`src/sv/nhcm_pkg.sv`:
```
`timescale 1ns / 1ps
// ----------------------------------------------------------------------------
// Nearest highlight colour match: shared package
// Widths, the fixed sixteen-entry highlight palette and the small helper
// functions used by the distance and minimum-search stages.
// ----------------------------------------------------------------------------
package nhcm_pkg;

  // Field widths.
  localparam int COLOR_W  = 24;
  localparam int INDEX_W  = 5;
  localparam int PAL_SIZE = 16;
  localparam int IDX_W    = $clog2(PAL_SIZE);
  // Largest distance is 3 * 255 = 765, which fits in ten bits.
  localparam int DIST_W   = 10;

  // Channel levels that make up the palette.
  localparam logic [7:0] LVL_NONE   = 8'h00;
  localparam logic [7:0] LVL_FULL   = 8'hFF;
  localparam logic [7:0] LVL_HALF   = 8'h80;
  localparam logic [7:0] LVL_SILVER = 8'hC0;

  typedef struct packed {
    logic [7:0] r;
    logic [7:0] g;
    logic [7:0] b;
  } rgb_t;

  // One contender in the minimum search: its distance and palette position.
  typedef struct packed {
    logic [DIST_W-1:0] score;
    logic [IDX_W-1:0]  idx;
  } cand_t;

  // Palette entry at zero-based position idx.
  function automatic rgb_t pal_entry(input logic [IDX_W-1:0] idx);
    rgb_t e;
    unique case (idx)
      4'd0:    e = '{LVL_NONE,   LVL_NONE,   LVL_NONE};
      4'd1:    e = '{LVL_NONE,   LVL_NONE,   LVL_FULL};
      4'd2:    e = '{LVL_NONE,   LVL_FULL,   LVL_FULL};
      4'd3:    e = '{LVL_NONE,   LVL_FULL,   LVL_NONE};
      4'd4:    e = '{LVL_FULL,   LVL_NONE,   LVL_FULL};
      4'd5:    e = '{LVL_FULL,   LVL_NONE,   LVL_NONE};
      4'd6:    e = '{LVL_FULL,   LVL_FULL,   LVL_NONE};
      4'd7:    e = '{LVL_FULL,   LVL_FULL,   LVL_FULL};
      4'd8:    e = '{LVL_NONE,   LVL_NONE,   LVL_HALF};
      4'd9:    e = '{LVL_NONE,   LVL_HALF,   LVL_HALF};
      4'd10:   e = '{LVL_NONE,   LVL_HALF,   LVL_NONE};
      4'd11:   e = '{LVL_HALF,   LVL_NONE,   LVL_HALF};
      4'd12:   e = '{LVL_HALF,   LVL_NONE,   LVL_NONE};
      4'd13:   e = '{LVL_HALF,   LVL_HALF,   LVL_NONE};
      4'd14:   e = '{LVL_HALF,   LVL_HALF,   LVL_HALF};
      default: e = '{LVL_SILVER, LVL_SILVER, LVL_SILVER};
    endcase
    return e;
  endfunction

  // Absolute difference of two channel bytes.
  function automatic logic [7:0] abs_diff(input logic [7:0] a, input logic [7:0] b);
    return (a > b) ? (a - b) : (b - a);
  endfunction

  // Keep the left contender unless the right one is strictly closer; the
  // left side always carries the lower palette positions, so ties go low.
  function automatic cand_t pick_best(input cand_t lo, input cand_t hi);
    return (hi.score < lo.score) ? hi : lo;
  endfunction

endpackage

```
`src/sv/nhcm_color_if.sv`:
```
`timescale 1ns / 1ps
// ----------------------------------------------------------------------------
// Colour channel
// Valid/ready channel that carries one packed RGB colour per item.
// ----------------------------------------------------------------------------
interface nhcm_color_if
  import nhcm_pkg::*;
();
  logic               valid;
  logic               ready;
  logic [COLOR_W-1:0] color_rgb;

  modport source (output valid, output color_rgb, input ready);
  modport sink   (input valid, input color_rgb, output ready);
endinterface

```
`src/sv/nhcm_index_if.sv`:
```
`timescale 1ns / 1ps
// ----------------------------------------------------------------------------
// Highlight index channel
// Valid/ready channel that carries one 1-based palette index per item.
// ----------------------------------------------------------------------------
interface nhcm_index_if
  import nhcm_pkg::*;
();
  logic               valid;
  logic               ready;
  logic [INDEX_W-1:0] highlight_index;

  modport source (output valid, output highlight_index, input ready);
  modport sink   (input valid, input highlight_index, output ready);
endinterface

```
`src/sv/nhcm_dist.sv`:
```
`timescale 1ns / 1ps
// ----------------------------------------------------------------------------
// Palette distance lanes
// Sixteen parallel lanes, each giving the Manhattan distance from the input
// colour to one palette entry.
// ----------------------------------------------------------------------------
module nhcm_dist
  import nhcm_pkg::*;
(
  input  rgb_t                      color,
  output cand_t [PAL_SIZE-1:0]      cands
);

  // One lane per palette entry: sum of the three channel differences.
  always_comb begin
    for (int i = 0; i < PAL_SIZE; i++) begin
      rgb_t       e;
      logic [7:0] dr;
      logic [7:0] dg;
      logic [7:0] db;
      e  = pal_entry(IDX_W'(i));
      dr = abs_diff(color.r, e.r);
      dg = abs_diff(color.g, e.g);
      db = abs_diff(color.b, e.b);
      cands[i].score = {2'b00, dr} + {2'b00, dg} + {2'b00, db};
      cands[i].idx   = IDX_W'(i);
    end
  end

endmodule

```
`src/sv/nhcm_min.sv`:
```
`timescale 1ns / 1ps
// ----------------------------------------------------------------------------
// Minimum search tree
// Four-level comparison tree over the sixteen lanes; the lower palette
// position wins on equal distance.
// ----------------------------------------------------------------------------
module nhcm_min
  import nhcm_pkg::*;
(
  input  cand_t [PAL_SIZE-1:0] cands,
  output logic  [IDX_W-1:0]    best_idx
);

  cand_t lvl1 [8];
  cand_t lvl2 [4];
  cand_t lvl3 [2];
  cand_t best;

  // Pairwise reduction, always with the lower positions on the left.
  always_comb begin
    for (int i = 0; i < 8; i++) begin
      lvl1[i] = pick_best(cands[2*i], cands[2*i+1]);
    end
    for (int i = 0; i < 4; i++) begin
      lvl2[i] = pick_best(lvl1[2*i], lvl1[2*i+1]);
    end
    for (int i = 0; i < 2; i++) begin
      lvl3[i] = pick_best(lvl2[2*i], lvl2[2*i+1]);
    end
    best = pick_best(lvl3[0], lvl3[1]);
  end

  assign best_idx = best.idx;

endmodule

```
`src/sv/nearest_highlight_color_match_unit.sv`:
```
`timescale 1ns / 1ps
// ----------------------------------------------------------------------------
// Nearest highlight colour match unit
// Returns the 1-based index of the highlight palette entry closest to an RGB
// colour by sum of absolute channel differences.
// ----------------------------------------------------------------------------
// The unit takes one colour item per clock cycle unless the output stalls and
// returns one index item per colour, in order. Each item passes through the
// input register and then the result register, with the sixteen distance lanes
// and the four-level minimum tree between them. The result register decouples
// the two sides, so a new colour is taken while a finished index waits; when
// the output stalls with both registers full, the colour channel stalls too.
// The unit holds no state beyond these two registers and needs no set-up.
module nearest_highlight_color_match_unit
  import nhcm_pkg::*;
(
  input  logic                clk,
  input  logic                rst,
  nhcm_color_if.sink          color_in,
  nhcm_index_if.source        index_out
);

  logic               s1_valid;
  rgb_t               s1_color;
  logic               s1_advance;
  logic               out_valid;
  logic [INDEX_W-1:0] out_index;

  cand_t [PAL_SIZE-1:0] cands;
  logic  [IDX_W-1:0]    best_idx;

  // Handshake: the result register frees when empty or being taken.
  assign s1_advance     = !out_valid || index_out.ready;
  assign color_in.ready = !s1_valid || s1_advance;

  // Input register.
  always_ff @(posedge clk) begin
    if (rst) begin
      s1_valid <= 1'b0;
    end else if (color_in.ready) begin
      s1_valid <= color_in.valid;
    end
  end

  always_ff @(posedge clk) begin
    if (color_in.ready && color_in.valid) begin
      s1_color <= rgb_t'(color_in.color_rgb);
    end
  end

  // Distance lanes and minimum search.
  nhcm_dist u_dist (
    .color (s1_color),
    .cands (cands)
  );

  nhcm_min u_min (
    .cands    (cands),
    .best_idx (best_idx)
  );

  // Result register: the index is reported 1-based.
  always_ff @(posedge clk) begin
    if (rst) begin
      out_valid <= 1'b0;
    end else if (s1_advance) begin
      out_valid <= s1_valid;
    end
  end

  always_ff @(posedge clk) begin
    if (s1_advance && s1_valid) begin
      out_index <= {1'b0, best_idx} + INDEX_W'(1);
    end
  end

  assign index_out.valid           = out_valid;
  assign index_out.highlight_index = out_index;

  // A valid result always names a palette entry.
  a_index_range: assert property (@(posedge clk) disable iff (rst)
    out_valid |-> (out_index != '0) && (out_index <= INDEX_W'(PAL_SIZE)))
    else $error("highlight index out of range");

  // An accepted colour occupies the input register in the next cycle.
  a_accept_fills: assert property (@(posedge clk) disable iff (rst)
    (color_in.valid && color_in.ready) |=> s1_valid)
    else $error("accepted item lost from input register");

  // A held item in the input register keeps its colour.
  a_s1_hold: assert property (@(posedge clk) disable iff (rst)
    (s1_valid && !s1_advance) |=> (s1_valid && $stable(s1_color)))
    else $error("stalled item changed in input register");

  // An empty input register never refuses a colour.
  a_ready_empty: assert property (@(posedge clk) disable iff (rst)
    !s1_valid |-> color_in.ready)
    else $error("input stalled with empty input register");

endmodule
```
`src/flat_wrapper.sv`:
```
// flat-port wrapper written by rule: the top's interface ports become plain ports
module nearest_highlight_color_match_unit_flat import nhcm_pkg::*;
  (clk, rst, color_in_valid, color_in_color_rgb, color_in_ready, index_out_valid, index_out_highlight_index, index_out_ready);
  nhcm_color_if color_in_i ();
  nhcm_index_if index_out_i ();
  input  logic clk;
  input  logic rst;
  input wire logic [$bits(color_in_i.valid)-1:0] color_in_valid;
  input wire logic [$bits(color_in_i.color_rgb)-1:0] color_in_color_rgb;
  output wire logic [$bits(color_in_i.ready)-1:0] color_in_ready;
  output wire logic [$bits(index_out_i.valid)-1:0] index_out_valid;
  output wire logic [$bits(index_out_i.highlight_index)-1:0] index_out_highlight_index;
  input wire logic [$bits(index_out_i.ready)-1:0] index_out_ready;
  assign color_in_i.valid = color_in_valid;
  assign color_in_i.color_rgb = color_in_color_rgb;
  assign color_in_ready = color_in_i.ready;
  assign index_out_valid = index_out_i.valid;
  assign index_out_highlight_index = index_out_i.highlight_index;
  assign index_out_i.ready = index_out_ready;
  nearest_highlight_color_match_unit u_core (.clk(clk), .rst(rst), .color_in(color_in_i), .index_out(index_out_i));
endmodule
```
`config.mk`:
```
export PLATFORM = sky130hd
export DESIGN_NAME = nearest_highlight_color_match_unit_flat
export DESIGN_NICKNAME = d
export VERILOG_FILES = /design/src/sv/nhcm_pkg.sv /design/src/sv/nhcm_color_if.sv /design/src/sv/nhcm_index_if.sv /design/src/sv/nhcm_dist.sv /design/src/sv/nhcm_min.sv /design/src/sv/nearest_highlight_color_match_unit.sv /design/src/flat_wrapper.sv
export SDC_FILE = /design/constraint.sdc
export NUM_CORES = 1
export LEC_CHECK = 0
export BUFFER_PORTS_ARGS = -buffer_cell sky130_fd_sc_hd__buf_4
export CELL_PAD_IN_SITES_DETAIL_PLACEMENT = 0
export CELL_PAD_IN_SITES_GLOBAL_PLACEMENT = 1
export CORE_MARGIN = 2
export CORE_UTILIZATION = 51
export CTS_CLUSTER_DIAMETER = 150
export CTS_CLUSTER_SIZE = 40
export DETAILED_ROUTE_END_ITERATION = 10
export PLACE_DENSITY = 0.84
export SLEW_MARGIN = 10
export SYNTH_ARGS = -nofsm -noshare
export SYNTH_HDL_FRONTEND = slang
export SYNTH_SLANG_ARGS = --single-unit
```
`constraint.sdc`:
```
create_clock -name clk -period 15.3 [get_ports clk]
set_input_delay 1.53 -clock clk [delete_from_list [all_inputs] [get_ports clk]]
set_output_delay 1.53 -clock clk [all_outputs]
set_load 0.02 [all_outputs]
```
**Word level (Yosys, flattened, before mapping)**

Index checks and enable logic that the tools add are counted.

- Flip-flop bits (word level): 31
- Input port bits: 28
- Output and inout bits: 7
- Logic and storage cells: 112

- Add/subtract/negate cells: 46
- $lt $le $gt $ge: 27
- Multiplexer cells: 27
- Reduce and logical (&&, ||, !) cells: 6

Operators with widths:

| operator | number |
|---|---|
| $mux 14 | 14 |
| $lt 10x10->1 | 15 |
| $add 9x8->10 | 11 |
| $mux 8 | 12 |
| $add 8x8->9 | 8 |
| $gt 8x8->1 const B | 9 |
| $sub 8x8->8 const A | 9 |
| $sub 8x8->8 const B | 9 |
| $add 10x8->10 | 5 |
| $gt 8x1->1 const B | 3 |
| $sub 1x8->8 const A | 3 |
| $add 4x1->5 const B | 1 |
| $mux 4 | 1 |
| $logic_and 1x1->1 | 2 |
| $logic_not 1->1 | 2 |
| $logic_or 1x1->1 | 2 |

**Longest topological paths before layout**

- Word-level depth: 13
- Mapped depth: 64
- Depth with buffers taken out: 61

**By module**

Synthesis repeated with hierarchy kept, for this count alone.

- Cells, all modules: 1969
- Area total of the unflattened synthesis: 15253.4 um2

Modules (own cells, without submodules):

| module | times used | cells each | area an instance (um2) | sequential area each (um2) |
|---|---|---|---|---|
| nhcm_dist | 1 | 1127 | 8493.1 | 0.0 |
| nhcm_min | 1 | 797 | 5740.5 | 0.0 |
| nearest_highlight_color_match_unit | 1 | 45 | 1019.7 | 910.9 |

**Least setup slack after synthesis**

No wires, ideal clock.

- Path kind: register to register
- Start point: register u_core.s1_color[17] in the netlist's numbering
- End point: register u_core.out_index[2] (netlist: u_core.index_out.highlight_index[2]) (data pin)
- Library setup time: 0.263 ns
- Data arrival time: 11.558 ns
- Required time: 15.037 ns
- Setup slack: 3.480 ns
- Stages on the path, launching flop included: 55
- Path buffers: 3
- Period minus slack after synthesis: 11.820 ns
- Cells stage by stage: edfxtp_1 inv_1 ha_1 nor4bb_1 nand2_1 mux2i_1 inv_1 fa_1 nor2b_1 o21ai_0 nand2_1 xnor2_1 ha_1 inv_1 o21bai_1 a21oi_1 o21bai_1 a21oi_1 [... 19 more ...] o21ai_0 a311oi_1 nor2_1 a21oi_1 nor4b_1 a221oi_2 buf_2 mux2i_1 ha_1 nand4_1 nor2_1 nand3_1 mux2i_1 a211oi_1 a211oi_1 mux2i_1 ha_1 xor2_1

- Longest elaborated chain between the ends: 13
- Elaborated cells between the ends (all ways): 70
- Those cells by class: 32 x add/sub; 19 x order compare; 19 x mux

Ends and longest elaborated chain:

| item | line | text |
|---|---|---|
| start, declared | nearest_highlight_color_match_unit.sv:24 | `rgb_t s1_color;` |
| start signal, assigned | nearest_highlight_color_match_unit.sv:47 | `s1_color <= rgb_t'(color_in.color_rgb);` |
| $sub 8x8->8 (tied with other cells) | nhcm_pkg.sv:61 | `return (a > b) ? (a - b) : (b - a);` |
| $mux 8 | nhcm_pkg.sv:61 |  |
| $add 8x8->9 | nhcm_dist.sv:25 | `cands[i].score = {2'b00, dr} + {2'b00, dg} + {2'b00, db};` |
| $add 10x8->10 or $add 9x8->10 (tied branches) | nhcm_dist.sv:25 |  |
| $lt 10x10->1 | nhcm_pkg.sv:67 | `return (hi.score < lo.score) ? hi : lo;` |
| $mux 14 | nhcm_pkg.sv:67 |  |
| $lt 10x10->1 | nhcm_pkg.sv:67 |  |
| $mux 14 | nhcm_pkg.sv:67 |  |
| $lt 10x10->1 | nhcm_pkg.sv:67 |  |
| $mux 14 | nhcm_pkg.sv:67 |  |
| $lt 10x10->1 | nhcm_pkg.sv:67 |  |
| $mux 4 (*) | nhcm_pkg.sv:67 |  |
| $add 4x1->5 (*) | nearest_highlight_color_match_unit.sv:73 | `out_index <= {1'b0, best_idx} + INDEX_W'(1);` |
| end signal, assigned | nearest_highlight_color_match_unit.sv:73 |  |
| end, declared | nearest_highlight_color_match_unit.sv:27 | `logic [INDEX_W-1:0] out_index;` |

Mark *: on every way between the ends. The rest lies on a longest branch, timed or not.
A chain may end at the register's enable or synchronous reset.

**Final worst setup path**

Ends and elaborated chain as after synthesis.

==> flow_results.xml <==
<?xml version="1.0" encoding="UTF-8"?>
<metrics>
  <group name="run">
    <metric name="maxCapViolCount" unit="">0</metric>
  </group>
  <group name="timing">
    <metric name="rsz_0062_raised_after_global_routing" unit="">no</metric>
    <metric name="setup_total_negative_slack" unit="ps">0</metric>
    <metric name="setup_viol" unit="">0</metric>
    <metric name="final_critical_path_required_period" unit="ps">13120</metric>
    <metric name="post-route-period-util" unit="">0.858</metric>
    <metric name="fin_worst_skew" unit="ps">4.24</metric>
    <metric name="max-slew-margin-rel" unit="">0.237</metric>
    <metric name="worst_margin_slew" unit="ps">1110</metric>
    <metric name="achievable_clock_frequency" unit="MHz">76.2</metric>
    <metric name="finalHoldViolations" unit="">0</metric>
    <metric name="maxSlewViolCount" unit="">0</metric>
  </group>
  <group name="setup_path">
    <metric name="worst-path-max-fanout" unit="">15</metric>
    <metric name="timing.critical_path.from_type" unit="">register</metric>
    <metric name="critical_path.startpoint" unit="">u_core.s1_color[17]</metric>
    <metric name="cp_slowest_cell" unit="">sky130_fd_sc_hd__mux2i_1</metric>
    <metric name="required" unit="ps">15340</metric>
    <metric name="r2r-start" unit="">u_core.s1_color[17]</metric>
    <metric name="crit_path_max_incr_delay" unit="ps">510</metric>
    <metric name="worst_setup_path_end_kind" unit="">register</metric>
    <metric name="worstSetupPathType" unit="">register to register</metric>
    <metric name="critical_path_arrival" unit="ps">13160</metric>
  </group>
  <group name="grt">
    <metric name="grt_use_total" unit="">0.292</metric>
    <metric name="first_global_vias" unit="">11800</metric>
    <metric name="global_route_wire_length_before_repair" unit="mm">64.7</metric>
    <metric name="antenna_violations_before_repair" unit="">0</metric>
    <metric name="grt_overflow" unit="">0</metric>
    <metric name="grt_max_degree" unit="">25</metric>
  </group>
  <group name="die">
    <metric name="fp.dieArea" unit="um^2">28500</metric>
    <metric name="top_level_pins" unit="">35</metric>
    <metric name="floorplan.initialDensity" unit="">0.516</metric>
    <metric name="core-area" unit="um^2">26800</metric>
    <metric name="die_y" unit="um">169</metric>
    <metric name="fp.dieW" unit="um">169</metric>
    <metric name="placementRows" unit="">60</metric>
  </group>
  <group name="worst_hold_path">
    <metric name="hold_start" unit="">u_core.s1_valid</metric>
    <metric name="min_path_type" unit="">register to register</metric>
  </group>
  <group name="route">
    <metric name="avgViaCountPerCell" unit="">5.94</metric>
    <metric name="vias" unit="">12400</metric>
    <metric name="route.final.wire_length" unit="mm">41.2</metric>
    <metric name="routed_wire_length_per_instance" unit="um">19.8</metric>
    <metric name="drt-pass1-iter-count" unit="">6</metric>
    <metric name="final_ant_viol_nets" unit="">0</metric>
    <metric name="detail_route.iter0.violations" unit="">966</metric>
    <metric name="detail_route.drc_violations" unit="">0</metric>
  </group>
  <group name="cells_and_area">
    <metric name="num-fill-cells" unit="">2515</metric>
    <metric name="antenna-diode-count" unit="">0</metric>
    <metric name="finish.cell_count_without_fillers" unit="">2085</metric>
    <metric name="flow.area_growth_from_synthesis" unit="%">6.29</metric>
    <metric name="finalNetCount" unit="">2111</metric>
    <metric name="layout-drive-gt1-share" unit="">0.0654</metric>
  </group>
  <group name="clocking">
    <metric name="post_cts_clock_slew_at_the_launch_and_capture_registers_of_the_worst_setup_and_hold_paths" unit="ps">60</metric>
    <metric name="cts_sinks" unit="">31</metric>
    <metric name="tritoncts" unit="">built</metric>
    <metric name="post_cts_buffers" unit="">0</metric>
    <metric name="cts_max_level" unit="">2</metric>
    <metric name="cts_bufs_inserted" unit="">5</metric>
    <metric name="holdBufCountCts" unit="">0</metric>
    <metric name="clock_latency" unit="ps">290</metric>
    <metric name="cts_max_path_buffers" unit="">2</metric>
    <metric name="clock_root_buffer" unit="">sky130_fd_sc_hd__clkbuf_16</metric>
    <metric name="cts_resized" unit="">0</metric>
  </group>
  <group name="logic_synthesis">
    <metric name="synthCells" unit="">1716</metric>
    <metric name="syn_nets" unit="">2084</metric>
    <metric name="top_post_synthesis_cells_by_area" unit="">sky130_fd_sc_hd__ha_1 28%, sky130_fd_sc_hd__xnor2_1 9.4%, sky130_fd_sc_hd__a21oi_1 6.8%</metric>
    <metric name="ys.flop_type" unit="">sky130_fd_sc_hd__edfxtp_1</metric>
    <metric name="synth-warning-count" unit="">0</metric>
    <metric name="synth_cell_types" unit="">79</metric>
    <metric name="postSynth.asyncResetShare" unit="">0</metric>
    <metric name="seq_area_frac_synth" unit="">0.0659</metric>
    <metric name="most_instantiated_cells_after_synthesis" unit="">311 x sky130_fd_sc_hd__ha_1, 196 x sky130_fd_sc_hd__inv_1, 188 x sky130_fd_sc_hd__a21oi_1</metric>
    <metric name="synth_most_common_cell" unit="">sky130_fd_sc_hd__ha_1</metric>
    <metric name="synth-edff-count" unit="">29</metric>
    <metric name="netlist.top_cell.by_area" unit="">sky130_fd_sc_hd__ha_1</metric>
    <metric name="syn-cell-area" unit="um^2">13800</metric>
    <metric name="ys_seq_elements" unit="">31</metric>
    <metric name="synth_top_cell_area_share" unit="">0.281</metric>
    <metric name="post_synthesis_area_per_instance" unit="um^2">8.06</metric>
  </group>
  <group name="placed_design">
    <metric name="place.port_buffers" unit="">34</metric>
    <metric name="finalWeightedCongestion" unit="">0.984</metric>
    <metric name="dpl.hpwl" unit="mm">34.9</metric>
    <metric name="cells_after_dpl" unit="">2077</metric>
  </group>
  <group name="run_status">
    <metric name="outcome" unit="">completed</metric>
  </group>
</metrics>
## cell families after synthesis
logic type,after synthesis,synth area share
compound gates,519,0.242
fa+ha+maj,341,0.324
simple gates,307,0.110
buf+inv,230,0.0632
xor+xnor,193,0.122
mux,95,0.0725
flops,31,0.0659
## per-layer routing
metal | part of all wire | track usage | wire length (um) | vias up
li1 | - | - | - | 6190
met1 | 0.47 | 0.411 | 19500 | 5767
met2 | 0.44 | 0.472 | 18100 | 364
met3 | 0.055 | 0.0285 | 2270 | 69
met4 | 0.031 | 0.0855 | 1270 | 0
met5 | 0 | 0 | 0 | -
## cell type report
| cell class | instances | area (um^2) | area share |
|---|---|---|---|
| clock inverters | 3 | 43.8 | 0.00298 |
| inverters | 196 | 736 | 0.0500 |
| flip-flops and latches | 31 | 911 | 0.0620 |
| repair buffers | 54 | 405 | 0.0276 |
| multi-input cells | 1455 | 12100 | 0.820 |
| well taps | 341 | 427 | 0.0290 |
| clock buffers | 5 | 125 | 0.00851 |
## cells in the final DEF (no fill, tap or decap), drive strengths merged, types with 20 or more instances in the layout
cell	count
ha	311
inv	196
a21oi	188
xnor2	149
nor2	116
o21ai	89
mux2i	73
o21bai	63
nand2	55
a21o	54
buf	54
xor2	44
o21a	33
fa	29
edfxtp	29
nor2b	28
nor3	23
mux2	22
nand2b	20
## through the flow
stage | setup slack (ps) | hold WS, ps | utilization | instance area (um^2)
finish | 2180 | 517 | 0.549 | 14700
global route | 1200 | 577 | 0.549 | 14700
CTS | 2350 | 526 | 0.549 | 14700
detailed placement | 2420 | 511 | 0.542 | 14500
global placement | 2700 | 507 | 0.542 | 14500
floorplan | 3480 | 478 | - | 13800
## worst max-delay path: cells and delay by family (launching register included)
family / cells / cell delay (ps)
xor gates and xnor gates: 3 / 650
and+or+nand+nor: 10 / 1620
AOI/OAI and AO/OA: 24 / 4650
muxes: 4 / 1280
adders and majority gates: 8 / 2500
buffers and inverters: 10 / 1700
DFF: 1 / 430
## state kept, by name, indices dropped and copies added, names as in the netlist
| signal | cells |
|---|---|
| u_core.s1_color | 24 |
| u_core.index_out.highlight_index | 5 |
| u_core.index_out.valid | 1 |
| u_core.s1_valid | 1 |
## path summary, 6_finish.rpt
| path | cells after the start | end | slack [ps] |
|---|---|---|---|
| max | 59 | u_core.index_out.highlight_index[2] | 2180 |
| min reg2reg | 2 | u_core.index_out.valid | 520 |
| min | 2 | u_core.index_out.valid | 520 |
| max reg2reg | 59 | u_core.index_out.highlight_index[2] | 2180 |
Power is not shown: default switching activity piles up to over one toggle a cycle in this logic, so the estimate is an artifact.
